**src/hw/rtl/sha1bs_pkg.sv**
```systemverilog
package sha1bs_pkg;

    localparam int unsigned NUM_CHAIN   = 5;
    localparam int unsigned BLOCK_WORDS = 16;
    localparam int unsigned ROUNDS      = 80;
    localparam int unsigned ROUND_GROUP = 20;

    typedef logic [31:0] word_t;
    typedef logic [3:0]  word_addr_t;
    typedef logic [NUM_CHAIN-1:0][31:0] chain_t;

    localparam chain_t INIT_CHAIN = {
        32'hC3D2E1F0, 32'h10325476, 32'h98BADCFE, 32'hEFCDAB89, 32'h67452301
    };

    localparam word_t K_GROUP0 = 32'h5A827999;
    localparam word_t K_GROUP1 = 32'h6ED9EBA1;
    localparam word_t K_GROUP2 = 32'h8F1BBCDC;
    localparam word_t K_GROUP3 = 32'hCA62C1D6;

    localparam logic [7:0]  PAD_MARKER      = 8'h80;
    localparam logic [5:0]  LEN_POS         = 6'd56;
    localparam logic [5:0]  LAST_FILL       = 6'd63;
    localparam logic [6:0]  FULL_BLOCK      = 7'd64;
    localparam logic [63:0] BITS_PER_BYTE   = 64'd8;
    localparam logic [2:0]  LAST_WORD_INDEX = 3'd4;

    typedef enum logic [1:0] {
        OP_ABSORB  = 2'd0,
        OP_FINISH  = 2'd1,
        OP_RESTART = 2'd2
    } op_t;

    typedef enum logic [1:0] {
        STATUS_OK           = 2'd0,
        STATUS_AFTER_FINISH = 2'd1,
        STATUS_TOO_LONG     = 2'd2
    } status_t;

    typedef enum logic [1:0] {
        ST_IDLE,
        ST_COMPRESS,
        ST_EMIT
    } ctl_state_t;

    typedef enum logic [1:0] {
        CP_IDLE,
        CP_LOAD,
        CP_ROUND,
        CP_ADD
    } cmp_state_t;

    typedef struct packed {
        logic [1:0] operation;
        logic [7:0] data_byte;
    } in_item_t;

    typedef struct packed {
        logic [1:0]  status;
        logic [31:0] digest_word;
        logic [2:0]  word_index;
        logic        last;
    } out_item_t;

    // How the loader fills a block: memory bytes below fill_limit, then an
    // optional 0x80 marker, then zeros, with the bit length in the tail if enabled.
    typedef struct packed {
        logic [6:0] fill_limit;
        logic       marker;
        logic       length;
    } pad_ctrl_t;

    typedef struct packed {
        logic [3:0] be;
        word_addr_t addr;
        word_t      data;
    } ram_wr_t;

    typedef struct packed {
        logic      start;
        logic      chain_init;
        pad_ctrl_t pad;
    } cmp_req_t;

    typedef struct packed {
        logic busy;
        logic done;
    } cmp_rsp_t;

endpackage

```
**src/hw/rtl/sha1bs_block_ram.sv**
```systemverilog
module sha1bs_block_ram (
    input  logic                   aclk,
    input  sha1bs_pkg::ram_wr_t    wr,
    input  sha1bs_pkg::word_addr_t rd_addr,
    output sha1bs_pkg::word_t      rd_data
);
    import sha1bs_pkg::*;

    word_t mem [BLOCK_WORDS];
    word_t rd_data_reg;

    // Byte lanes: be[3] is the first byte of the word (bits 31:24).
    always_ff @(posedge aclk) begin
        for (int lane = 0; lane < 4; lane++) begin
            if (wr.be[lane]) begin
                mem[wr.addr][8*lane +: 8] <= wr.data[8*lane +: 8];
            end
        end
    end

    always_ff @(posedge aclk) begin
        rd_data_reg <= mem[rd_addr];
    end

    assign rd_data = rd_data_reg;

endmodule

```
**src/hw/rtl/sha1bs_compress.sv**
```systemverilog
module sha1bs_compress (
    input  logic                   aclk,
    input  logic                   aresetn,
    input  sha1bs_pkg::cmp_req_t   req,
    input  logic [63:0]            bit_count,
    output sha1bs_pkg::word_addr_t rd_addr,
    input  sha1bs_pkg::word_t      rd_data,
    output sha1bs_pkg::cmp_rsp_t   rsp,
    output sha1bs_pkg::chain_t     chain
);
    import sha1bs_pkg::*;

    cmp_state_t state_reg, state_next;
    logic [6:0] cnt_reg, cnt_next;
    pad_ctrl_t  pad_reg, pad_next;
    word_addr_t rd_word_reg;
    word_t      win_reg [BLOCK_WORDS];
    word_t      win_next [BLOCK_WORDS];
    word_t      a_reg, b_reg, c_reg, d_reg, e_reg;
    word_t      a_next, b_next, c_next, d_next, e_next;
    chain_t     chain_reg, chain_next, chain_sum;
    word_t      load_word, sched_word, f_val, k_val, temp;

    function automatic logic [7:0] pad_byte(input logic [7:0] mem_byte,
                                            input logic [5:0] pos,
                                            input pad_ctrl_t pad,
                                            input logic [63:0] bits);
        logic [7:0] b;
        b = 8'h00;
        if ({1'b0, pos} < pad.fill_limit) begin
            b = mem_byte;
        end else if (pad.marker && {1'b0, pos} == pad.fill_limit) begin
            b = PAD_MARKER;
        end else if (pad.length && pos >= LEN_POS) begin
            b = bits[63 - 8*pos[2:0] -: 8];
        end
        return b;
    endfunction

    assign rd_addr = cnt_reg[3:0];

    // Build the padded word for the data now coming out of the memory.
    always_comb begin
        for (int lane = 0; lane < 4; lane++) begin
            load_word[31 - 8*lane -: 8] = pad_byte(rd_data[31 - 8*lane -: 8],
                                                   {rd_word_reg, 2'(lane)},
                                                   pad_reg, bit_count);
        end
    end

    always_comb begin
        sched_word = win_reg[13] ^ win_reg[8] ^ win_reg[2] ^ win_reg[0];
        sched_word = {sched_word[30:0], sched_word[31]};
        if (cnt_reg < 7'(ROUND_GROUP)) begin
            f_val = (b_reg & c_reg) | (~b_reg & d_reg);
            k_val = K_GROUP0;
        end else if (cnt_reg < 7'(2*ROUND_GROUP)) begin
            f_val = b_reg ^ c_reg ^ d_reg;
            k_val = K_GROUP1;
        end else if (cnt_reg < 7'(3*ROUND_GROUP)) begin
            f_val = (b_reg & c_reg) | (b_reg & d_reg) | (c_reg & d_reg);
            k_val = K_GROUP2;
        end else begin
            f_val = b_reg ^ c_reg ^ d_reg;
            k_val = K_GROUP3;
        end
        temp = {a_reg[26:0], a_reg[31:27]} + f_val + e_reg + win_reg[0] + k_val;
        chain_sum[0] = chain_reg[0] + a_reg;
        chain_sum[1] = chain_reg[1] + b_reg;
        chain_sum[2] = chain_reg[2] + c_reg;
        chain_sum[3] = chain_reg[3] + d_reg;
        chain_sum[4] = chain_reg[4] + e_reg;
    end

    always_comb begin
        state_next = state_reg;
        cnt_next   = cnt_reg;
        pad_next   = pad_reg;
        chain_next = chain_reg;
        a_next = a_reg;
        b_next = b_reg;
        c_next = c_reg;
        d_next = d_reg;
        e_next = e_reg;
        for (int i = 0; i < BLOCK_WORDS; i++) begin
            win_next[i] = win_reg[i];
        end
        rsp.busy = (state_reg != CP_IDLE);
        rsp.done = 1'b0;

        case (state_reg)
            CP_IDLE: begin
            end
            CP_LOAD: begin
                // Data for the word addressed last cycle arrives now.
                if (cnt_reg != 7'd0) begin
                    for (int i = 0; i < BLOCK_WORDS - 1; i++) begin
                        win_next[i] = win_reg[i+1];
                    end
                    win_next[BLOCK_WORDS-1] = load_word;
                end
                if (cnt_reg == 7'(BLOCK_WORDS)) begin
                    cnt_next   = 7'd0;
                    state_next = CP_ROUND;
                end else begin
                    cnt_next = cnt_reg + 7'd1;
                end
            end
            CP_ROUND: begin
                for (int i = 0; i < BLOCK_WORDS - 1; i++) begin
                    win_next[i] = win_reg[i+1];
                end
                win_next[BLOCK_WORDS-1] = sched_word;
                a_next = temp;
                b_next = a_reg;
                c_next = {b_reg[1:0], b_reg[31:2]};
                d_next = c_reg;
                e_next = d_reg;
                if (cnt_reg == 7'(ROUNDS - 1)) begin
                    state_next = CP_ADD;
                end else begin
                    cnt_next = cnt_reg + 7'd1;
                end
            end
            CP_ADD: begin
                chain_next = chain_sum;
                rsp.done   = 1'b1;
                state_next = CP_IDLE;
            end
            default: begin
                state_next = CP_IDLE;
            end
        endcase

        // A new block may start right as the previous one folds in.
        if (req.start) begin
            pad_next   = req.pad;
            cnt_next   = 7'd0;
            state_next = CP_LOAD;
            if (state_reg == CP_ADD) begin
                a_next = chain_sum[0];
                b_next = chain_sum[1];
                c_next = chain_sum[2];
                d_next = chain_sum[3];
                e_next = chain_sum[4];
            end else begin
                a_next = chain_reg[0];
                b_next = chain_reg[1];
                c_next = chain_reg[2];
                d_next = chain_reg[3];
                e_next = chain_reg[4];
            end
        end
        if (req.chain_init) begin
            chain_next = INIT_CHAIN;
        end
    end

    always_ff @(posedge aclk) begin
        if (!aresetn) begin
            state_reg <= CP_IDLE;
            cnt_reg   <= 7'd0;
            chain_reg <= INIT_CHAIN;
        end else begin
            state_reg <= state_next;
            cnt_reg   <= cnt_next;
            chain_reg <= chain_next;
        end
    end

    always_ff @(posedge aclk) begin
        pad_reg     <= pad_next;
        rd_word_reg <= rd_addr;
        a_reg <= a_next;
        b_reg <= b_next;
        c_reg <= c_next;
        d_reg <= d_next;
        e_reg <= e_next;
        for (int i = 0; i < BLOCK_WORDS; i++) begin
            win_reg[i] <= win_next[i];
        end
    end

    assign chain = chain_reg;

    a_start_when_free: assert property (@(posedge aclk) disable iff (!aresetn)
        req.start |-> (state_reg == CP_IDLE || state_reg == CP_ADD))
        else $error("compress start while a block is in flight");

    a_round_bound: assert property (@(posedge aclk) disable iff (!aresetn)
        state_reg == CP_ROUND |-> cnt_reg < 7'(ROUNDS))
        else $error("round counter past the last round");

endmodule

```
**src/hw/rtl/sha1_byte_stream_hasher_unit.sv**
```systemverilog
// Channel   Handshake          Payload                                     Dir
// s_        s_valid / s_ready  s_item: operation, data_byte                in
// m_        m_valid / m_ready  m_item: status, digest_word, word_index,    out
//                              last
//
// An absorb request that completes a 64-byte block holds s_ready low while
// the compressor streams the 16 block words out of the block memory, runs
// the 80 rounds and folds in the chaining values. A first finish runs one
// or two such compressions and then drives the five digest words, one per
// cycle while m_ready is high.
// Reset is synchronous on aresetn; the block memory needs no clearing pass,
// since every byte of a block is written or replaced by padding before use.
// A stall on m_ready holds the result register and closes s_ready.
module sha1_byte_stream_hasher_unit (
    input  logic                  aclk,
    input  logic                  aresetn,
    input  logic                  s_valid,
    output logic                  s_ready,
    input  sha1bs_pkg::in_item_t  s_item,
    output logic                  m_valid,
    input  logic                  m_ready,
    output sha1bs_pkg::out_item_t m_item
);
    import sha1bs_pkg::*;

    ctl_state_t  state_reg, state_next;
    logic [5:0]  fill_reg, fill_next;
    logic [63:0] bit_count_reg, bit_count_next;
    logic        finished_reg, finished_next;
    status_t     error_reg, error_next;
    logic        second_reg, second_next;
    logic        finishing_reg, finishing_next;
    logic [2:0]  idx_reg, idx_next;
    logic        m_valid_reg, m_valid_next;
    out_item_t   m_item_reg, m_item_next;

    logic        out_free;
    logic        out_load;
    out_item_t   out_data;
    logic [63:0] bit_sum;
    ram_wr_t     ram_wr;
    word_addr_t  rd_addr;
    word_t       rd_data;
    cmp_req_t    cmp_req;
    cmp_rsp_t    cmp_rsp;
    chain_t      chain;

    sha1bs_block_ram u_block_ram (
        .aclk    (aclk),
        .wr      (ram_wr),
        .rd_addr (rd_addr),
        .rd_data (rd_data)
    );

    sha1bs_compress u_compress (
        .aclk      (aclk),
        .aresetn   (aresetn),
        .req       (cmp_req),
        .bit_count (bit_count_reg),
        .rd_addr   (rd_addr),
        .rd_data   (rd_data),
        .rsp       (cmp_rsp),
        .chain     (chain)
    );

    assign out_free = !m_valid_reg || m_ready;
    assign bit_sum  = bit_count_reg + BITS_PER_BYTE;

    always_comb begin
        state_next     = state_reg;
        fill_next      = fill_reg;
        bit_count_next = bit_count_reg;
        finished_next  = finished_reg;
        error_next     = error_reg;
        second_next    = second_reg;
        finishing_next = finishing_reg;
        idx_next       = idx_reg;
        s_ready        = 1'b0;
        out_load       = 1'b0;
        out_data       = '0;
        ram_wr         = '0;
        cmp_req        = '0;

        case (state_reg)
            ST_IDLE: begin
                // Accept only when the result register can take the answer.
                s_ready = out_free;
                if (s_valid && out_free) begin
                    case (op_t'(s_item.operation))
                        OP_ABSORB: begin
                            out_load      = 1'b1;
                            out_data.last = 1'b1;
                            if (finished_reg) begin
                                error_next      = STATUS_AFTER_FINISH;
                                out_data.status = STATUS_AFTER_FINISH;
                            end else if (error_reg != STATUS_OK) begin
                                out_data.status = error_reg;
                            end else begin
                                // Write the byte into its lane; lane 3 is the MSB byte.
                                ram_wr.be      = 4'b1000 >> fill_reg[1:0];
                                ram_wr.addr    = fill_reg[5:2];
                                ram_wr.data    = {4{s_item.data_byte}};
                                fill_next      = fill_reg + 6'd1;
                                bit_count_next = bit_sum;
                                if (bit_sum == 64'd0) begin
                                    error_next = STATUS_TOO_LONG;
                                end
                                if (fill_reg == LAST_FILL) begin
                                    cmp_req.start          = 1'b1;
                                    cmp_req.pad.fill_limit = FULL_BLOCK;
                                    finishing_next         = 1'b0;
                                    second_next            = 1'b0;
                                    state_next             = ST_COMPRESS;
                                end
                            end
                        end
                        OP_FINISH: begin
                            if (error_reg != STATUS_OK) begin
                                out_load        = 1'b1;
                                out_data.status = error_reg;
                                out_data.last   = 1'b1;
                            end else if (finished_reg) begin
                                idx_next   = 3'd0;
                                state_next = ST_EMIT;
                            end else begin
                                // Length fits after the marker only below byte 56.
                                cmp_req.start          = 1'b1;
                                cmp_req.pad.fill_limit = {1'b0, fill_reg};
                                cmp_req.pad.marker     = 1'b1;
                                cmp_req.pad.length     = (fill_reg < LEN_POS);
                                second_next            = (fill_reg >= LEN_POS);
                                finishing_next         = 1'b1;
                                state_next             = ST_COMPRESS;
                            end
                        end
                        OP_RESTART: begin
                            fill_next          = 6'd0;
                            bit_count_next     = 64'd0;
                            finished_next      = 1'b0;
                            error_next         = STATUS_OK;
                            cmp_req.chain_init = 1'b1;
                            out_load           = 1'b1;
                            out_data.last      = 1'b1;
                        end
                        default: begin
                        end
                    endcase
                end
            end
            ST_COMPRESS: begin
                if (cmp_rsp.done) begin
                    if (second_reg) begin
                        // Zero block carrying only the bit length.
                        cmp_req.start      = 1'b1;
                        cmp_req.pad.length = 1'b1;
                        second_next        = 1'b0;
                    end else if (finishing_reg) begin
                        finished_next  = 1'b1;
                        bit_count_next = 64'd0;
                        fill_next      = 6'd0;
                        idx_next       = 3'd0;
                        state_next     = ST_EMIT;
                    end else begin
                        state_next = ST_IDLE;
                    end
                end
            end
            ST_EMIT: begin
                if (out_free) begin
                    out_load             = 1'b1;
                    out_data.status      = STATUS_OK;
                    out_data.digest_word = chain[idx_reg];
                    out_data.word_index  = idx_reg;
                    out_data.last        = (idx_reg == LAST_WORD_INDEX);
                    idx_next             = idx_reg + 3'd1;
                    if (idx_reg == LAST_WORD_INDEX) begin
                        state_next = ST_IDLE;
                    end
                end
            end
            default: begin
                state_next = ST_IDLE;
            end
        endcase

        // Drop the held result once taken, load a new one when produced.
        m_valid_next = out_load ? 1'b1 : (m_valid_reg && !m_ready);
        m_item_next  = out_load ? out_data : m_item_reg;
    end

    always_ff @(posedge aclk) begin
        if (!aresetn) begin
            state_reg     <= ST_IDLE;
            fill_reg      <= 6'd0;
            bit_count_reg <= 64'd0;
            finished_reg  <= 1'b0;
            error_reg     <= STATUS_OK;
            second_reg    <= 1'b0;
            finishing_reg <= 1'b0;
            idx_reg       <= 3'd0;
            m_valid_reg   <= 1'b0;
        end else begin
            state_reg     <= state_next;
            fill_reg      <= fill_next;
            bit_count_reg <= bit_count_next;
            finished_reg  <= finished_next;
            error_reg     <= error_next;
            second_reg    <= second_next;
            finishing_reg <= finishing_next;
            idx_reg       <= idx_next;
            m_valid_reg   <= m_valid_next;
        end
    end

    always_ff @(posedge aclk) begin
        m_item_reg <= m_item_next;
    end

    assign m_valid = m_valid_reg;
    assign m_item  = m_item_reg;

    a_no_accept_while_busy: assert property (@(posedge aclk) disable iff (!aresetn)
        cmp_rsp.busy |-> !s_ready)
        else $error("request accepted while a block is compressing");

    a_last_word: assert property (@(posedge aclk) disable iff (!aresetn)
        (m_valid && m_item.last && m_item.word_index != 3'd0)
            |-> m_item.word_index == LAST_WORD_INDEX)
        else $error("last flag on a digest word other than the final one");

    a_digest_status: assert property (@(posedge aclk) disable iff (!aresetn)
        (m_valid && m_item.word_index != 3'd0) |-> m_item.status == STATUS_OK)
        else $error("digest word carries an error status");

endmodule

```
**config.mk**
```make
export PLATFORM = sky130hd
export DESIGN_NAME = sha1_byte_stream_hasher_unit
export DESIGN_NICKNAME = d
export VERILOG_FILES = /design/src/hw/rtl/sha1bs_pkg.sv /design/src/hw/rtl/sha1bs_block_ram.sv /design/src/hw/rtl/sha1bs_compress.sv /design/src/hw/rtl/sha1_byte_stream_hasher_unit.sv
export SDC_FILE = /design/constraint.sdc
export NUM_CORES = 2
export LEC_CHECK = 0
export BUFFER_PORTS_ARGS = -buffer_cell sky130_fd_sc_hd__clkbuf_2
export CORE_MARGIN = 2
export CORE_UTILIZATION = 45
export DETAILED_ROUTE_END_ITERATION = 16
export PLACE_DENSITY_LB_ADDON = 0.12
export SLEW_MARGIN = 20
export SYNTH_ARGS = -nofsm -noshare
export SYNTH_HDL_FRONTEND = slang
export SYNTH_SLANG_ARGS = --single-unit
```
**constraint.sdc**
```tcl
create_clock -name aclk -period 19.1 [get_ports aclk]
set_clock_uncertainty 0.15 [all_clocks]
set_input_delay 2.865 -clock aclk [delete_from_list [all_inputs] [get_ports aclk]]
set_output_delay 2.865 -clock aclk [all_outputs]
set_load 0.01 [all_outputs]
```
==> flow_summary.json <==
{
  "pin_count": 54,
  "power_mw": 11.5,
  "drt_wl_total_um": 186000,
  "top_usage_layer": "met2",
  "synth_nets": 5784,
  "cts_buffer_depth": 3,
  "synth.largest_area_cell": "edfxtp_1",
  "status": "finished clean",
  "synth_cells": 5407,
  "cts.sinks": 1514,
  "yosys_warnings": 0,
  "drv_slew": 0,
  "drc": 0,
  "rsz0062_at_grt": "false",
  "ys_seq_area_frac": 0.600,
  "start_util": 0.454,
  "slew_headroom": 0.227,
  "die_y_um": 401,
  "diodes": 0,
  "synth_async_sr_flop_share": 0,
  "antenna_found_initial": 6,
  "ir_drop_uv": 151,
  "critical_path_class": "register to register",
  "yosysMostFrequentCell": "edfxtp_1",
  "cts_resized": 0,
  "numCtsBuffers": 162,
  "finalCriticalPeriod_ns": 7.70,
  "vias": 43900,
  "worstMarginPinSlew_ns": 1.15,
  "cts_max_level": 4,
  "fmax_mhz": 130,
  "post-cts-setup-buffers": 0,
  "insertion_delay_ns": 0.81,
  "dp.final_hpwl_um": 127000,
  "die_area_um2": 161000,
  "track_usage": 0.229,
  "cts_hold_buffers": 0,
  "met2_usage": 0.353,
  "fin_cells": 7640,
  "vias_per_cell": 5.74,
  "met3_usage": 0.0344,
  "grt_pass1_vias": 42400,
  "synth_edf_count": 1231,
  "fillerInstances": 13600,
  "synth.distinct_cells": 81,
  "io_buffers": 53,
  "clk_pin_slew_ns": 0.06,
  "powerDensity_nw_per_um2": 146,
  "core-area_um2": 157000,
  "area_delta_synth_final_pct": 11.0,
  "path_max_fanout": 20,
  "die_x_um": 401,
  "crit_required_ns": 19.47,
  "clock-root-buffer": "clkbuf_16",
  "drive_above_1_share": 0.113,
  "start_kind": "register",
  "leakagePower_nw": 28.3,
  "cts_tree": "built",
  "core.rowCount": 145,
  "hold_viol_final": 0,
  "synth_ff_type": "edfxtp_1",
  "wl_per_cell_um": 24.3,
  "setup_tns_ns": 0,
  "ys_seq_elements": 1514,
  "period_share": 0.403,
  "drtIter0Drc": 3995,
  "synth_area_leaders": "edfxtp_1 52%, dfxtp_1 8.0%, mux4_2 6.1%",
  "overflow": 0,
  "worstSetupEndpointType": "register",
  "crit_arrival_ns": 8.07,
  "firstDrtPassIters": 6,
  "finalSetupViolCount": 0,
  "rrSetupSlack_ns": 11.40,
  "gp_congestion": 0.889,
  "synth_area_um2": 71000,
  "max-cap-violations": 0,
  "synth_top_cell_area_share": 0.520,
  "synth_area_per_cell_um2": 13.1,
  "hold_path_class": "register to register",
  "ant_nets": 0,
  "grt_pass1_wl_um": 277000,
  "placed_cells": 7340,
  "met1_usage": 0.338,
  "yosys-top-cells-count": "1231 x edfxtp_1, 588 x nor2_1, 404 x a21oi_1",
  "nets": 5823,
  "grt_max_degree": 189
}
-- area by class of cell --
class | count | area, um^2 | area share
clock buffers | 226 | 4490 | 0.0569
clock inverters | 74 | 753 | 0.00955
inverters | 234 | 887 | 0.0112
multi-input cells | 3417 | 26800 | 0.339
flip-flops and latches | 1514 | 42600 | 0.541
well taps | 2058 | 2570 | 0.0326
repair buffers | 117 | 758 | 0.00961
-- cell families after synthesis --
| kind of cell | synth area share |
|---|---|
| and+or+nand+nor | 0.0904 |
| xor gates and xnor gates | 0.0357 |
| DFF | 0.600 |
| buffers and inverters | 0.0253 |
| AOI/OAI and AO/OA | 0.0898 |
| muxes | 0.0815 |
| adders and majority gates | 0.0772 |
-- layout by cell type (no fill, tap or decap), types with 26 or more instances in the layout --
master	Yosys	layout
a22oi_1	37	37
a211oi_1	45	43
o21ai_0	183	182
clkbuf_1	193	46
nor4_1	29	29
nor2b_1	57	57
a21oi_1	404	403
fa_1	124	124
nor3_1	91	83
clkinv_2	0	26
mux4_2	192	192
clkbuf_16	0	163
nand2_1	310	309
o21a_1	28	28
buf_4	0	63
a21o_1	86	86
clkbuf_2	1	53
nand4_1	32	32
edfxtp_1	1231	1231
nand2b_1	51	50
inv_1	233	230
xnor2_1	215	215
ha_1	239	237
dfxtp_1	283	276
a31oi_1	50	50
nor2_1	588	587
mux2i_1	124	124
xor2_1	75	75
and3_1	46	44
nand3_1	89	87
-- final timing paths --
path | startpoint | endpoint | depth (start not counted)
setup / recovery | u_compress.cnt_reg[4] | u_compress.a_reg[28] | 23
hold / removal | u_compress.win_reg[1][4] | u_compress.win_reg[0][4] | 0
setup reg to reg | u_compress.cnt_reg[4] | u_compress.a_reg[28] | 23
hold reg to reg | u_compress.win_reg[1][4] | u_compress.win_reg[0][4] | 0
-- where the power goes --
| part | leakage [nW] | switching (mW) | internal, mW |
|---|---|---|---|
| registers | 14.4 | 0.327 | 4.26 |
| logic | 11.3 | 2.26 | 1.58 |
| clock network | 2.55 | 1.33 | 1.76 |
| total | 28.3 | 3.91 | 7.61 |
-- critical path, stage by stage (launching register included) --
cell	delay, ns
dfxtp_1	0.42
nand4_1	0.18
nor2b_1	0.57
inv_1	0.36
nor3_1	0.44
inv_1	0.43
buf_4	0.37
o32ai_1	0.14
nor2_1	0.10
fa_1	0.49
fa_1	0.55
inv_1	0.05
fa_1	0.53
inv_1	0.04
ha_1	0.36
a21oi_1	0.16
o21ai_0	0.13
a2111oi_0	0.39
a211oi_1	0.26
a221oi_1	0.50
a21oi_1	0.20
a31oi_1	0.34
xor2_1	0.18
mux2i_1	0.09
-- stage by stage --
step | util | worst slack [ns] | cell area [um^2] | hold WS, ns
2_1_floorplan | - | 5.02 | 71000 | 0.204
3_3_place_gp | 0.470 | 11.68 | 73600 | 0.250
3_5_place_dp | 0.470 | 11.45 | 73600 | 0.255
4_1_cts | 0.504 | 11.45 | 78900 | 0.246
5_1_grt | 0.504 | 10.90 | 78900 | 0.249
6_report | 0.504 | 11.40 | 78900 | 0.247
-- per-layer routing --
layer	vias up	wire length (um)
met5	-	60
met4	8	4280
met3	236	10100
met2	1231	84800
met1	22200	86700
li1	20200	-
(Power assumes the default switching activity.)
